File: src/assert_macros.svh
// Assertion helpers shared by the allocator RTL.
`ifndef ASSERT_MACROS_SVH
`define ASSERT_MACROS_SVH

// Checked on every clock edge outside reset.
`define BSA_ASSERT(lbl, prop, msg) \
  lbl: assert property (@(posedge clk_i) disable iff (!rst_ni) (prop)) else $error(msg);

// Checked on every clock edge, reset included.
`define BSA_ASSERT_ALWAYS(lbl, prop, msg) \
  lbl: assert property (@(posedge clk_i) (prop)) else $error(msg);

`endif

File: src/bsa_pkg.sv
// ----------------------------------------------------------------------------
// bsa_pkg
// Types, widths and codes shared by the budgeted slot allocator.
// ----------------------------------------------------------------------------
package bsa_pkg;

  localparam int SLOT_COUNT = 64;
  localparam int SLOT_AW    = $clog2(SLOT_COUNT);
  localparam int CNT_W      = $clog2(SLOT_COUNT + 1);

  localparam int OP_W        = 2;
  localparam int HANDLE_W    = 16;
  localparam int WEIGHT_W    = 10;
  localparam int IDX_W       = 6;
  localparam int STATUS_W    = 2;
  localparam int OCC_W       = 7;
  localparam int TOTAL_W     = 16;
  localparam int CFG_IDX_W   = 1;
  localparam int CFG_DATA_W  = 16;
  localparam int ENTRY_W     = HANDLE_W + WEIGHT_W;

  typedef enum logic [OP_W-1:0] {
    OP_ADD    = 2'd0,
    OP_REMOVE = 2'd1,
    OP_CLEAR  = 2'd2,
    OP_NOP    = 2'd3
  } op_e;

  typedef enum logic [STATUS_W-1:0] {
    ST_OK          = 2'd0,
    ST_OVER_BUDGET = 2'd1,
    ST_FULL        = 2'd2,
    ST_EMPTY       = 2'd3
  } status_e;

  typedef enum logic [CFG_IDX_W-1:0] {
    CFG_WEIGHT_BUDGET    = 1'b0,
    CFG_BUDGET_UNLIMITED = 1'b1
  } cfg_reg_e;

  // Controller to datapath commands.
  typedef struct packed {
    logic capture;  // latch request fields, launch slot read
    logic commit;   // update table state, load result register
  } cmd_t;

endpackage

File: src/bsa_ram.sv
// ----------------------------------------------------------------------------
// bsa_ram
// Generic single-write, single-read RAM with registered read data.
// ----------------------------------------------------------------------------
module bsa_ram #(
  parameter int Width = 8,
  parameter int Depth = 16
) (
  input  logic                     clk_i,
  input  logic                     we_i,
  input  logic [$clog2(Depth)-1:0] waddr_i,
  input  logic [Width-1:0]         wdata_i,
  input  logic                     re_i,
  input  logic [$clog2(Depth)-1:0] raddr_i,
  output logic [Width-1:0]         rdata_o
);

  logic [Width-1:0] mem_q [Depth];
  logic [Width-1:0] rdata_q;

  always_ff @(posedge clk_i) begin
    if (we_i) begin
      mem_q[waddr_i] <= wdata_i;
    end
    if (re_i) begin
      rdata_q <= mem_q[raddr_i];
    end
  end

  assign rdata_o = rdata_q;

endmodule

File: src/bsa_ctrl.sv
// ----------------------------------------------------------------------------
// bsa_ctrl
// Request sequencer: capture, execute, result handoff.
// ----------------------------------------------------------------------------
`include "assert_macros.svh"

module bsa_ctrl (
  input  logic          clk_i,
  input  logic          rst_ni,
  input  logic          in_valid_i,
  output logic          in_stall_o,
  output logic          out_valid_o,
  input  logic          out_stall_i,
  output bsa_pkg::cmd_t cmd_o
);
  import bsa_pkg::*;

  typedef enum logic [1:0] {
    S_IDLE = 2'b01,
    S_EXEC = 2'b10
  } state_e;

  state_e state_q, state_d;
  logic   out_valid_q, out_valid_d;
  logic   out_free;

  // Result register can take a new result this cycle.
  assign out_free = !out_valid_q || !out_stall_i;

  always_comb begin
    state_d     = state_q;
    cmd_o       = '0;
    out_valid_d = out_valid_q && out_stall_i;
    case (state_q)
      S_IDLE: begin
        if (in_valid_i) begin
          cmd_o.capture = 1'b1;
          state_d       = S_EXEC;
        end
      end
      S_EXEC: begin
        if (out_free) begin
          cmd_o.commit = 1'b1;
          out_valid_d  = 1'b1;
          state_d      = S_IDLE;
        end
      end
      default: begin
        state_d = S_IDLE;
      end
    endcase
  end

  always_ff @(posedge clk_i or negedge rst_ni) begin
    if (!rst_ni) begin
      state_q     <= S_IDLE;
      out_valid_q <= 1'b0;
    end else begin
      state_q     <= state_d;
      out_valid_q <= out_valid_d;
    end
  end

  assign in_stall_o  = (state_q != S_IDLE);
  assign out_valid_o = out_valid_q;

  `BSA_ASSERT(a_result_from_exec, $rose(out_valid_q) |-> $past(state_q == S_EXEC), "result without execute")

endmodule

File: src/bsa_dp.sv
// ----------------------------------------------------------------------------
// bsa_dp
// Slot table, budget check, free-slot search and result register.
// ----------------------------------------------------------------------------
`include "assert_macros.svh"

module bsa_dp (
  input  logic                           clk_i,
  input  logic                           rst_ni,
  input  bsa_pkg::cmd_t                  cmd_i,
  input  logic                           cfg_we_i,
  input  logic [bsa_pkg::CFG_IDX_W-1:0]  cfg_index_i,
  input  logic [bsa_pkg::CFG_DATA_W-1:0] cfg_data_i,
  input  logic [bsa_pkg::OP_W-1:0]       operation_i,
  input  logic [bsa_pkg::HANDLE_W-1:0]   item_handle_i,
  input  logic [bsa_pkg::WEIGHT_W-1:0]   item_weight_i,
  input  logic [bsa_pkg::IDX_W-1:0]      slot_index_i,
  output logic [bsa_pkg::STATUS_W-1:0]   status_o,
  output logic [bsa_pkg::IDX_W-1:0]      placed_slot_o,
  output logic [bsa_pkg::HANDLE_W-1:0]   freed_handle_o,
  output logic [bsa_pkg::WEIGHT_W-1:0]   freed_weight_o,
  output logic [bsa_pkg::OCC_W-1:0]      occupied_count_o,
  output logic [bsa_pkg::TOTAL_W-1:0]    weight_total_o
);
  import bsa_pkg::*;

  // Captured request
  op_e                 req_op_q;
  logic [HANDLE_W-1:0] req_handle_q;
  logic [WEIGHT_W-1:0] req_weight_q;
  logic [IDX_W-1:0]    req_idx_q;

  // Table control state
  logic [SLOT_COUNT-1:0] valid_q, valid_d;
  logic [TOTAL_W-1:0]    used_q, used_d;
  logic [CNT_W-1:0]      count_q, count_d;

  // Configuration
  logic [TOTAL_W-1:0] budget_q;
  logic               unlimited_q;

  // Result register
  status_e             res_status_q, res_status_d;
  logic [IDX_W-1:0]    res_placed_q, res_placed_d;
  logic [HANDLE_W-1:0] res_handle_q, res_handle_d;
  logic [WEIGHT_W-1:0] res_weight_q, res_weight_d;
  logic [OCC_W-1:0]    res_occ_q;
  logic [TOTAL_W-1:0]  res_total_q;

  // Search and checks
  logic                 free_found;
  logic [SLOT_AW-1:0]   free_slot;
  logic [TOTAL_W:0]     sum;
  logic                 over;
  logic [SLOT_AW-1:0]   req_addr;
  logic                 idx_ok;
  logic                 hit;
  logic [ENTRY_W-1:0]   rd_entry;
  logic [HANDLE_W-1:0]  rd_handle;
  logic [WEIGHT_W-1:0]  rd_weight;
  logic                 ram_we;

  bsa_ram #(
    .Width (ENTRY_W),
    .Depth (SLOT_COUNT)
  ) u_slot_ram (
    .clk_i   (clk_i),
    .we_i    (ram_we),
    .waddr_i (free_slot),
    .wdata_i ({req_handle_q, req_weight_q}),
    .re_i    (cmd_i.capture),
    .raddr_i (SLOT_AW'(slot_index_i)),
    .rdata_o (rd_entry)
  );

  assign rd_handle = rd_entry[ENTRY_W-1:WEIGHT_W];
  assign rd_weight = rd_entry[WEIGHT_W-1:0];

  // Lowest free slot
  always_comb begin
    free_found = 1'b0;
    free_slot  = '0;
    for (int i = SLOT_COUNT - 1; i >= 0; i--) begin
      if (!valid_q[i]) begin
        free_found = 1'b1;
        free_slot  = SLOT_AW'(i);
      end
    end
  end

  assign sum      = {1'b0, used_q} + (TOTAL_W + 1)'(req_weight_q);
  assign over     = sum[TOTAL_W] || (!unlimited_q && (sum[TOTAL_W-1:0] > budget_q));
  assign req_addr = SLOT_AW'(req_idx_q);
  assign idx_ok   = (32'(req_idx_q) < 32'(SLOT_COUNT));
  assign hit      = idx_ok && valid_q[req_addr];

  always_comb begin
    valid_d      = valid_q;
    used_d       = used_q;
    count_d      = count_q;
    res_status_d = ST_OK;
    res_placed_d = '0;
    res_handle_d = '0;
    res_weight_d = '0;
    ram_we       = 1'b0;
    case (req_op_q)
      OP_ADD: begin
        if (over) begin
          res_status_d = ST_OVER_BUDGET;
        end else if (!free_found) begin
          res_status_d = ST_FULL;
        end else begin
          ram_we             = cmd_i.commit;
          valid_d[free_slot] = 1'b1;
          used_d             = sum[TOTAL_W-1:0];
          count_d            = count_q + CNT_W'(1);
          res_placed_d       = IDX_W'(free_slot);
        end
      end
      OP_REMOVE: begin
        if (!hit) begin
          res_status_d = ST_EMPTY;
        end else begin
          valid_d[req_addr] = 1'b0;
          used_d            = used_q - TOTAL_W'(rd_weight);
          count_d           = count_q - CNT_W'(1);
          res_handle_d      = rd_handle;
          res_weight_d      = rd_weight;
        end
      end
      OP_CLEAR: begin
        valid_d = '0;
        used_d  = '0;
        count_d = '0;
      end
      OP_NOP: begin
      end
      default: begin
      end
    endcase
  end

  // Request capture and result register: payload only
  always_ff @(posedge clk_i) begin
    if (cmd_i.capture) begin
      req_op_q     <= op_e'(operation_i);
      req_handle_q <= item_handle_i;
      req_weight_q <= item_weight_i;
      req_idx_q    <= slot_index_i;
    end
    if (cmd_i.commit) begin
      res_status_q <= res_status_d;
      res_placed_q <= res_placed_d;
      res_handle_q <= res_handle_d;
      res_weight_q <= res_weight_d;
      res_occ_q    <= OCC_W'(count_d);
      res_total_q  <= used_d;
    end
  end

  always_ff @(posedge clk_i or negedge rst_ni) begin
    if (!rst_ni) begin
      valid_q <= '0;
      used_q  <= '0;
      count_q <= '0;
    end else if (cmd_i.commit) begin
      valid_q <= valid_d;
      used_q  <= used_d;
      count_q <= count_d;
    end
  end

  always_ff @(posedge clk_i or negedge rst_ni) begin
    if (!rst_ni) begin
      budget_q    <= '0;
      unlimited_q <= 1'b1;
    end else if (cfg_we_i) begin
      case (cfg_reg_e'(cfg_index_i))
        CFG_WEIGHT_BUDGET: begin
          budget_q <= cfg_data_i;
        end
        CFG_BUDGET_UNLIMITED: begin
          unlimited_q <= cfg_data_i[0];
        end
        default: begin
        end
      endcase
    end
  end

  assign status_o         = res_status_q;
  assign placed_slot_o    = res_placed_q;
  assign freed_handle_o   = res_handle_q;
  assign freed_weight_o   = res_weight_q;
  assign occupied_count_o = res_occ_q;
  assign weight_total_o   = res_total_q;

  `BSA_ASSERT(a_count_matches, count_q == CNT_W'($countones(valid_q)), "count mismatch")
  `BSA_ASSERT(a_empty_zero_total, (count_q == '0) |-> (used_q == '0), "total without items")
  `BSA_ASSERT(a_write_free_slot, ram_we |-> !valid_q[free_slot], "write to occupied slot")

endmodule

File: src/budgeted_slot_allocator_core.sv
// Flow: IDLE captures a request; EXEC then commits it and registers the result
// once the result register is free. No new request is taken before the last one
//   commits; EXEC covers the registered read of the slot RAM that a remove needs.
// A stalled result holds; one further request is captured behind it meanwhile.
// Reset (async, active low): all slots empty, count and total zero, budget 0,
//   budget unlimited set. No clearing pass; slot contents stay as they were.
// ----------------------------------------------------------------------------
// budgeted_slot_allocator_core
// Fixed table of slots (handle, weight) with a running weight total and an
// optional weight budget. Add places into the lowest free slot, remove frees
// by index, clear empties the table.
// ----------------------------------------------------------------------------
module budgeted_slot_allocator_core (
  input  logic                           clk_i,
  input  logic                           rst_ni,
  // Configuration write channel
  input  logic                           cfg_valid_i,
  output logic                           cfg_ready_o,
  input  logic [bsa_pkg::CFG_IDX_W-1:0]  cfg_index_i,
  input  logic [bsa_pkg::CFG_DATA_W-1:0] cfg_data_i,
  // Request channel
  input  logic                           in_valid_i,
  output logic                           in_stall_o,
  input  logic [bsa_pkg::OP_W-1:0]       operation_i,
  input  logic [bsa_pkg::HANDLE_W-1:0]   item_handle_i,
  input  logic [bsa_pkg::WEIGHT_W-1:0]   item_weight_i,
  input  logic [bsa_pkg::IDX_W-1:0]      slot_index_i,
  // Result channel
  output logic                           out_valid_o,
  input  logic                           out_stall_i,
  output logic [bsa_pkg::STATUS_W-1:0]   status_o,
  output logic [bsa_pkg::IDX_W-1:0]      placed_slot_o,
  output logic [bsa_pkg::HANDLE_W-1:0]   freed_handle_o,
  output logic [bsa_pkg::WEIGHT_W-1:0]   freed_weight_o,
  output logic [bsa_pkg::OCC_W-1:0]      occupied_count_o,
  output logic [bsa_pkg::TOTAL_W-1:0]    weight_total_o
);
  import bsa_pkg::*;

  cmd_t cmd;
  logic cfg_we;

  // Config registers are always writable; writes must arrive only while idle, and the block leaves that to the user.
  assign cfg_ready_o = 1'b1;
  assign cfg_we      = cfg_valid_i && cfg_ready_o;

  // Sequencer: IDLE takes a request (and launches the slot read),
  // EXEC commits the table update once the result register is free.
  bsa_ctrl u_ctrl (
    .clk_i       (clk_i),
    .rst_ni      (rst_ni),
    .in_valid_i  (in_valid_i),
    .in_stall_o  (in_stall_o),
    .out_valid_o (out_valid_o),
    .out_stall_i (out_stall_i),
    .cmd_o       (cmd)
  );

  // Table, budget check, priority encoder over the valid bits, results.
  bsa_dp u_dp (
    .clk_i            (clk_i),
    .rst_ni           (rst_ni),
    .cmd_i            (cmd),
    .cfg_we_i         (cfg_we),
    .cfg_index_i      (cfg_index_i),
    .cfg_data_i       (cfg_data_i),
    .operation_i      (operation_i),
    .item_handle_i    (item_handle_i),
    .item_weight_i    (item_weight_i),
    .slot_index_i     (slot_index_i),
    .status_o         (status_o),
    .placed_slot_o    (placed_slot_o),
    .freed_handle_o   (freed_handle_o),
    .freed_weight_o   (freed_weight_o),
    .occupied_count_o (occupied_count_o),
    .weight_total_o   (weight_total_o)
  );

endmodule

File: config.mk
export PLATFORM = sky130hd
export DESIGN_NAME = budgeted_slot_allocator_core
export DESIGN_NICKNAME = d
export VERILOG_FILES = /design/src/bsa_pkg.sv /design/src/bsa_ram.sv /design/src/bsa_ctrl.sv /design/src/bsa_dp.sv /design/src/budgeted_slot_allocator_core.sv
export VERILOG_INCLUDE_DIRS = /design/src /design/src/src
export SDC_FILE = /design/constraint.sdc
export NUM_CORES = 2
export LEC_CHECK = 0
export ABC_CLOCK_PERIOD_IN_PS = 19500
export BUFFER_PORTS_ARGS = -buffer_cell sky130_fd_sc_hd__buf_4
export CORE_MARGIN = 2
export CORE_UTILIZATION = 25
export CTS_BUF_LIST = sky130_fd_sc_hd__clkbuf_2
export CTS_CLUSTER_DIAMETER = 200
export DETAILED_ROUTE_END_ITERATION = 8
export SYNTH_ARGS = -nofsm -noshare
export SYNTH_HDL_FRONTEND = slang
export SYNTH_SLANG_ARGS = --single-unit
File: constraint.sdc
create_clock -name clk_i -period 19.5 [get_ports clk_i]
set_input_delay 1.95 -clock clk_i [delete_from_list [all_inputs] [get_ports clk_i]]
set_output_delay 1.95 -clock clk_i [all_outputs]
set_load 0.02 [all_outputs]
==> metrics.yaml <==
cts_tree: "built"
max_freq_mhz: 135
static-leakage-power_nw: 27.3
dpl.cell_count: 7681
cp-startpoint: "u_dp.req_weight_q[1]$_DFFE_PP_"
syn_avg_cell_area_um2: 20.3
rsz0062_at_grt: "false"
area_growth_pct: 13.4
rr_endpoint: "u_dp.u_slot_ram.mem_q[36][6]$_DFFE_PP_"
clockRootBuffer: "clkbuf_2"
cts_buffers: 461
worst_slew_pin_slew_ns: 1.31
fp-row-count: 202
finalNonFillerCells: 8490
grt_max_degree: 138
min_period_ns: 7.39
hpwlAfterDp_mm: 126
yosys_warnings: 0
vdd_ir_drop_max_v: 0.0000498
drt_iter0_drc: 5506
worst_setup_path_start_kind: "flip-flop"
slew_headroom: 0.126
finalSetupViolations: 0
num_vias: 40800
htreeDepth: 5
cp.arrival_ns: 8.72
ys_seq_area_frac: 0.742
grt_pass1_vias: 40400
drc: 0
fp.dieW_um: 554
nets: 4266
finalCritPeriodShare: 0.379
stdcell_area_um2: 85800
fillers: 29800
async_reset_ff_frac: 0.0567
synth_cells: 3720
syn-cell-area_um2: 75700
start_util: 0.251
regToRegStartpoint: "u_dp.req_weight_q[1]$_DFFE_PP_"
antenna_found_initial: 12
synth_edf_count: 1781
fin_ws_ns: 12.11
synth_fp_nets: 3819
synth_cell_types: 83
gp_congestion: 0.854
layout-drive-gt1-share: 0.339
crit_end: "u_dp.u_slot_ram.mem_q[36][6]$_DFFE_PP_"
clkLatencyLatePin_ns: 1.88
wirelength_mm: 211
fin_util: 0.284
post-place-ws_ns: 11.75
cap_violations: 0
dpl-instance-area_um2: 81900
postSynth.topFlopCell: "edfxtp_1"
firstDrtPassIters: 6
tns_ns: 0
gr-total-overflow: 0
grt_pass1_wl_mm: 298
pin_count: 116
core_area_um2: 302000
worstPathMaxFanout: 65
cts_sinks: 1888
outcome: "completed"
slew_viol_final: 0
p_per_area_nw_per_um2: 92.7
clk_pin_slew_worst_paths_ns: 0.12
dieArea_um2: 307000
ctsLongestPathBuffers: 4
viasPerCell: 4.80
hold_class: "in -> reg"
worst-setup-path-type: "reg -> reg"
ys_ff_latch: 1888
cts_resized: 0
die_h_um: 554
port_buffers: 114
reg2reg_slack_ns: 12.11
reg2reg_depth: 19
finClkSkew_ns: 0.212
postRouteAntennaNets: 0
track_usage: 0.134
wl_per_cell_um: 24.9
finalHoldViolCount: 0
cp.required_ns: 20.82
endpoint_kind: "flip-flop"
where the power goes:
group / switching, mW / internal (mW)
sequential: 0.0561 / 4.50
clock: 1.56 / 0.943
combinational: 0.578 / 0.316
cell usage after synthesis (4+ instances only):
library cell	n	area share
and4_1	6	0.00069
or4_1	4	0.00040
a2bb2oi_1	4	0.00046
or3_1	17	0.0014
nand2_1	95	0.0047
a211oi_1	4	0.00040
nand4_1	35	0.0029
buf_1	40	0.0020
a21boi_0	4	0.00040
o31ai_1	6	0.00059
xor2_1	6	0.00069
a22oi_1	13	0.0013
a31oi_1	17	0.0014
o21a_1	6	0.00059
nand3_1	30	0.0020
mux2_2	11	0.0016
a221o_1	8	0.0011
o211ai_1	10	0.00099
nand2b_1	26	0.0021
a21o_1	10	0.00099
inv_1	60	0.0030
edfxtp_1	1781	0.71
buf_6	4	0.00059
and3b_1	4	0.00046
nor2_1	183	0.0091
o221ai_1	11	0.0013
dfrtp_1	105	0.035
nor2b_1	10	0.00083
ha_1	41	0.0068
o22ai_1	4	0.00033
nor4_1	14	0.0012
mux4_2	551	0.16
nor3b_1	12	0.0012
a211o_1	5	0.00058
clkbuf_1	154	0.0076
a21oi_1	64	0.0042
xnor2_1	19	0.0022
o21ai_0	201	0.013
mux2i_1	20	0.0026
buf_2	6	0.00040
and3_1	24	0.0020
or2_2	4	0.00033
nor3_1	28	0.0019
layout make-up:
type                            count  area, um^2  share of cell area
Timing Repair Buffer              192        1510              0.0176
Inverter                           62         234             0.00273
Multi-Input combinational cell   1562       19000               0.221
Tap cell                         3978        4980              0.0580
Clock inverter                    152         703             0.00819
Clock buffer                      646        3230              0.0377
Antenna cell                       10        25.0            0.000292
Sequential cell                  1888       56200               0.654
registers in the layout (all words and copies together), names as in the netlist, 6 cells and up:
signal and count:
u_dp.u_slot_ram.mem_q 1664, u_dp.valid_q 64, u_dp.u_slot_ram.rdata_o 26, u_dp.budget_q 16, u_dp.freed_handle_o 16, u_dp.req_handle_q 16, u_dp.used_q 16, u_dp.weight_total_o 16
u_dp.freed_weight_o 10, u_dp.req_weight_q 10, u_dp.count_q 7, u_dp.occupied_count_o 7, u_dp.placed_slot_o 6, u_dp.req_addr 6
cell families after synthesis:
kind of cell               Yosys count  share of synthesized area
AOI/OAI and AO/OA                  404                     0.0325
xor gates and xnor gates            25                    0.00289
adders and majority gates           43                    0.00731
buffers and inverters              270                     0.0140
DFF                               1888                      0.742
muxes                              583                      0.169
other                                1                  0.0000495
and+or+nand+nor                    506                     0.0328
layer usage:
| metal | wire length, um | share of wire | track usage | vias to the layer above |
|---|---|---|---|---|
| li1 | - | - | - | 16700 |
| met1 | 87700 | 0.42 | 0.183 | 21600 |
| met2 | 99100 | 0.47 | 0.210 | 2073 |
| met3 | 18700 | 0.088 | 0.0312 | 335 |
| met4 | 5810 | 0.027 | 0.0451 | 0 |
| met5 | 0 | 0 | 0 | - |
worst min path at each step:
stage,start,endpoint,slack (ns),cells past startpoint
after floorplan,u_ctrl.state_q[1]$_DFFE_PN0P_,u_ctrl.out_valid_o$_DFF_PN0_,0.48,2
after global placement,u_ctrl.state_q[1]$_DFFE_PN0P_,u_ctrl.out_valid_o$_DFF_PN0_,0.49,2
after detailed placement,u_ctrl.state_q[1]$_DFFE_PN0P_,u_ctrl.out_valid_o$_DFF_PN0_,0.51,2
after CTS,operation_i[0],u_dp.req_op_q[0]$_DFFE_PP_,0.06,1
after global routing,item_handle_i[13],u_dp.req_handle_q[13]$_DFFE_PP_,0.15,1
final,item_handle_i[3],u_dp.req_handle_q[3]$_DFFE_PP_,0.34,1
layout by cell type, fill, tap and decap left out, drive strengths merged, types with 6 or more instances in the layout:
| master | synthesis | layout |
|---|---|---|
| nor2b | 10 | 10 |
| clkbuf | 155 | 647 |
| and3 | 24 | 24 |
| nor4 | 16 | 16 |
| o221ai | 11 | 11 |
| a21oi | 65 | 65 |
| nor3b | 12 | 12 |
| dfrtp | 105 | 105 |
| o211ai | 10 | 10 |
| nand2 | 95 | 95 |
| edfxtp | 1781 | 1781 |
| buf | 53 | 190 |
| diode | 0 | 10 |
| clkinv | 1 | 142 |
| mux2 | 11 | 11 |
| o21a | 6 | 6 |
| nor3 | 28 | 28 |
| a31oi | 17 | 17 |
| xor2 | 6 | 6 |
| nor2 | 183 | 183 |
| nand3 | 30 | 30 |
| ha | 41 | 41 |
| nand2b | 26 | 26 |
| mux4 | 552 | 552 |
| xnor2 | 19 | 19 |
| o31ai | 7 | 7 |
| o21ai | 203 | 203 |
| a21o | 10 | 10 |
| or3 | 17 | 17 |
| a221o | 8 | 8 |
| mux2i | 20 | 20 |
| and4 | 6 | 6 |
| nand4 | 35 | 35 |
| a22oi | 13 | 13 |
| inv | 61 | 67 |
critical path, stage by stage, from the launching register on:
cell      delay [ns]
edfxtp_1        0.41
buf_4           0.60
ha_1            0.37
a21oi_1         0.22
o211ai_1        0.16
o41a_1          0.41
a21oi_1         0.40
nor2_1          0.11
xor2_1          0.16
ha_1            0.30
nand2_1         0.13
or3_1           0.15
nor4_1          0.07
o31ai_2         0.29
o31a_1          0.25
nand2b_1        0.08
buf_4           0.23
nor4_2          0.91
nand4_1         0.62
nor2_4          1.01
stage by stage:
| step | total power, mW | hold WS (ns) |
|---|---|---|
| 6_report | 7.95 | 0.342 |
| 5_1_grt | 8.28 | 0.153 |
| 4_1_cts | 8.02 | 0.0601 |
| 3_5_place_dp | 5.53 | 0.511 |
| 3_3_place_gp | 5.53 | 0.487 |
| 2_1_floorplan | 5.17 | 0.479 |
timing repair:
item,CTS,global route
endpoints found under the setup margin,0,0
buffers inserted,0,0
hold buffers,1,0
endpoints found under the hold margin,28,0
Note: power is estimated with default switching activity, not from simulation.
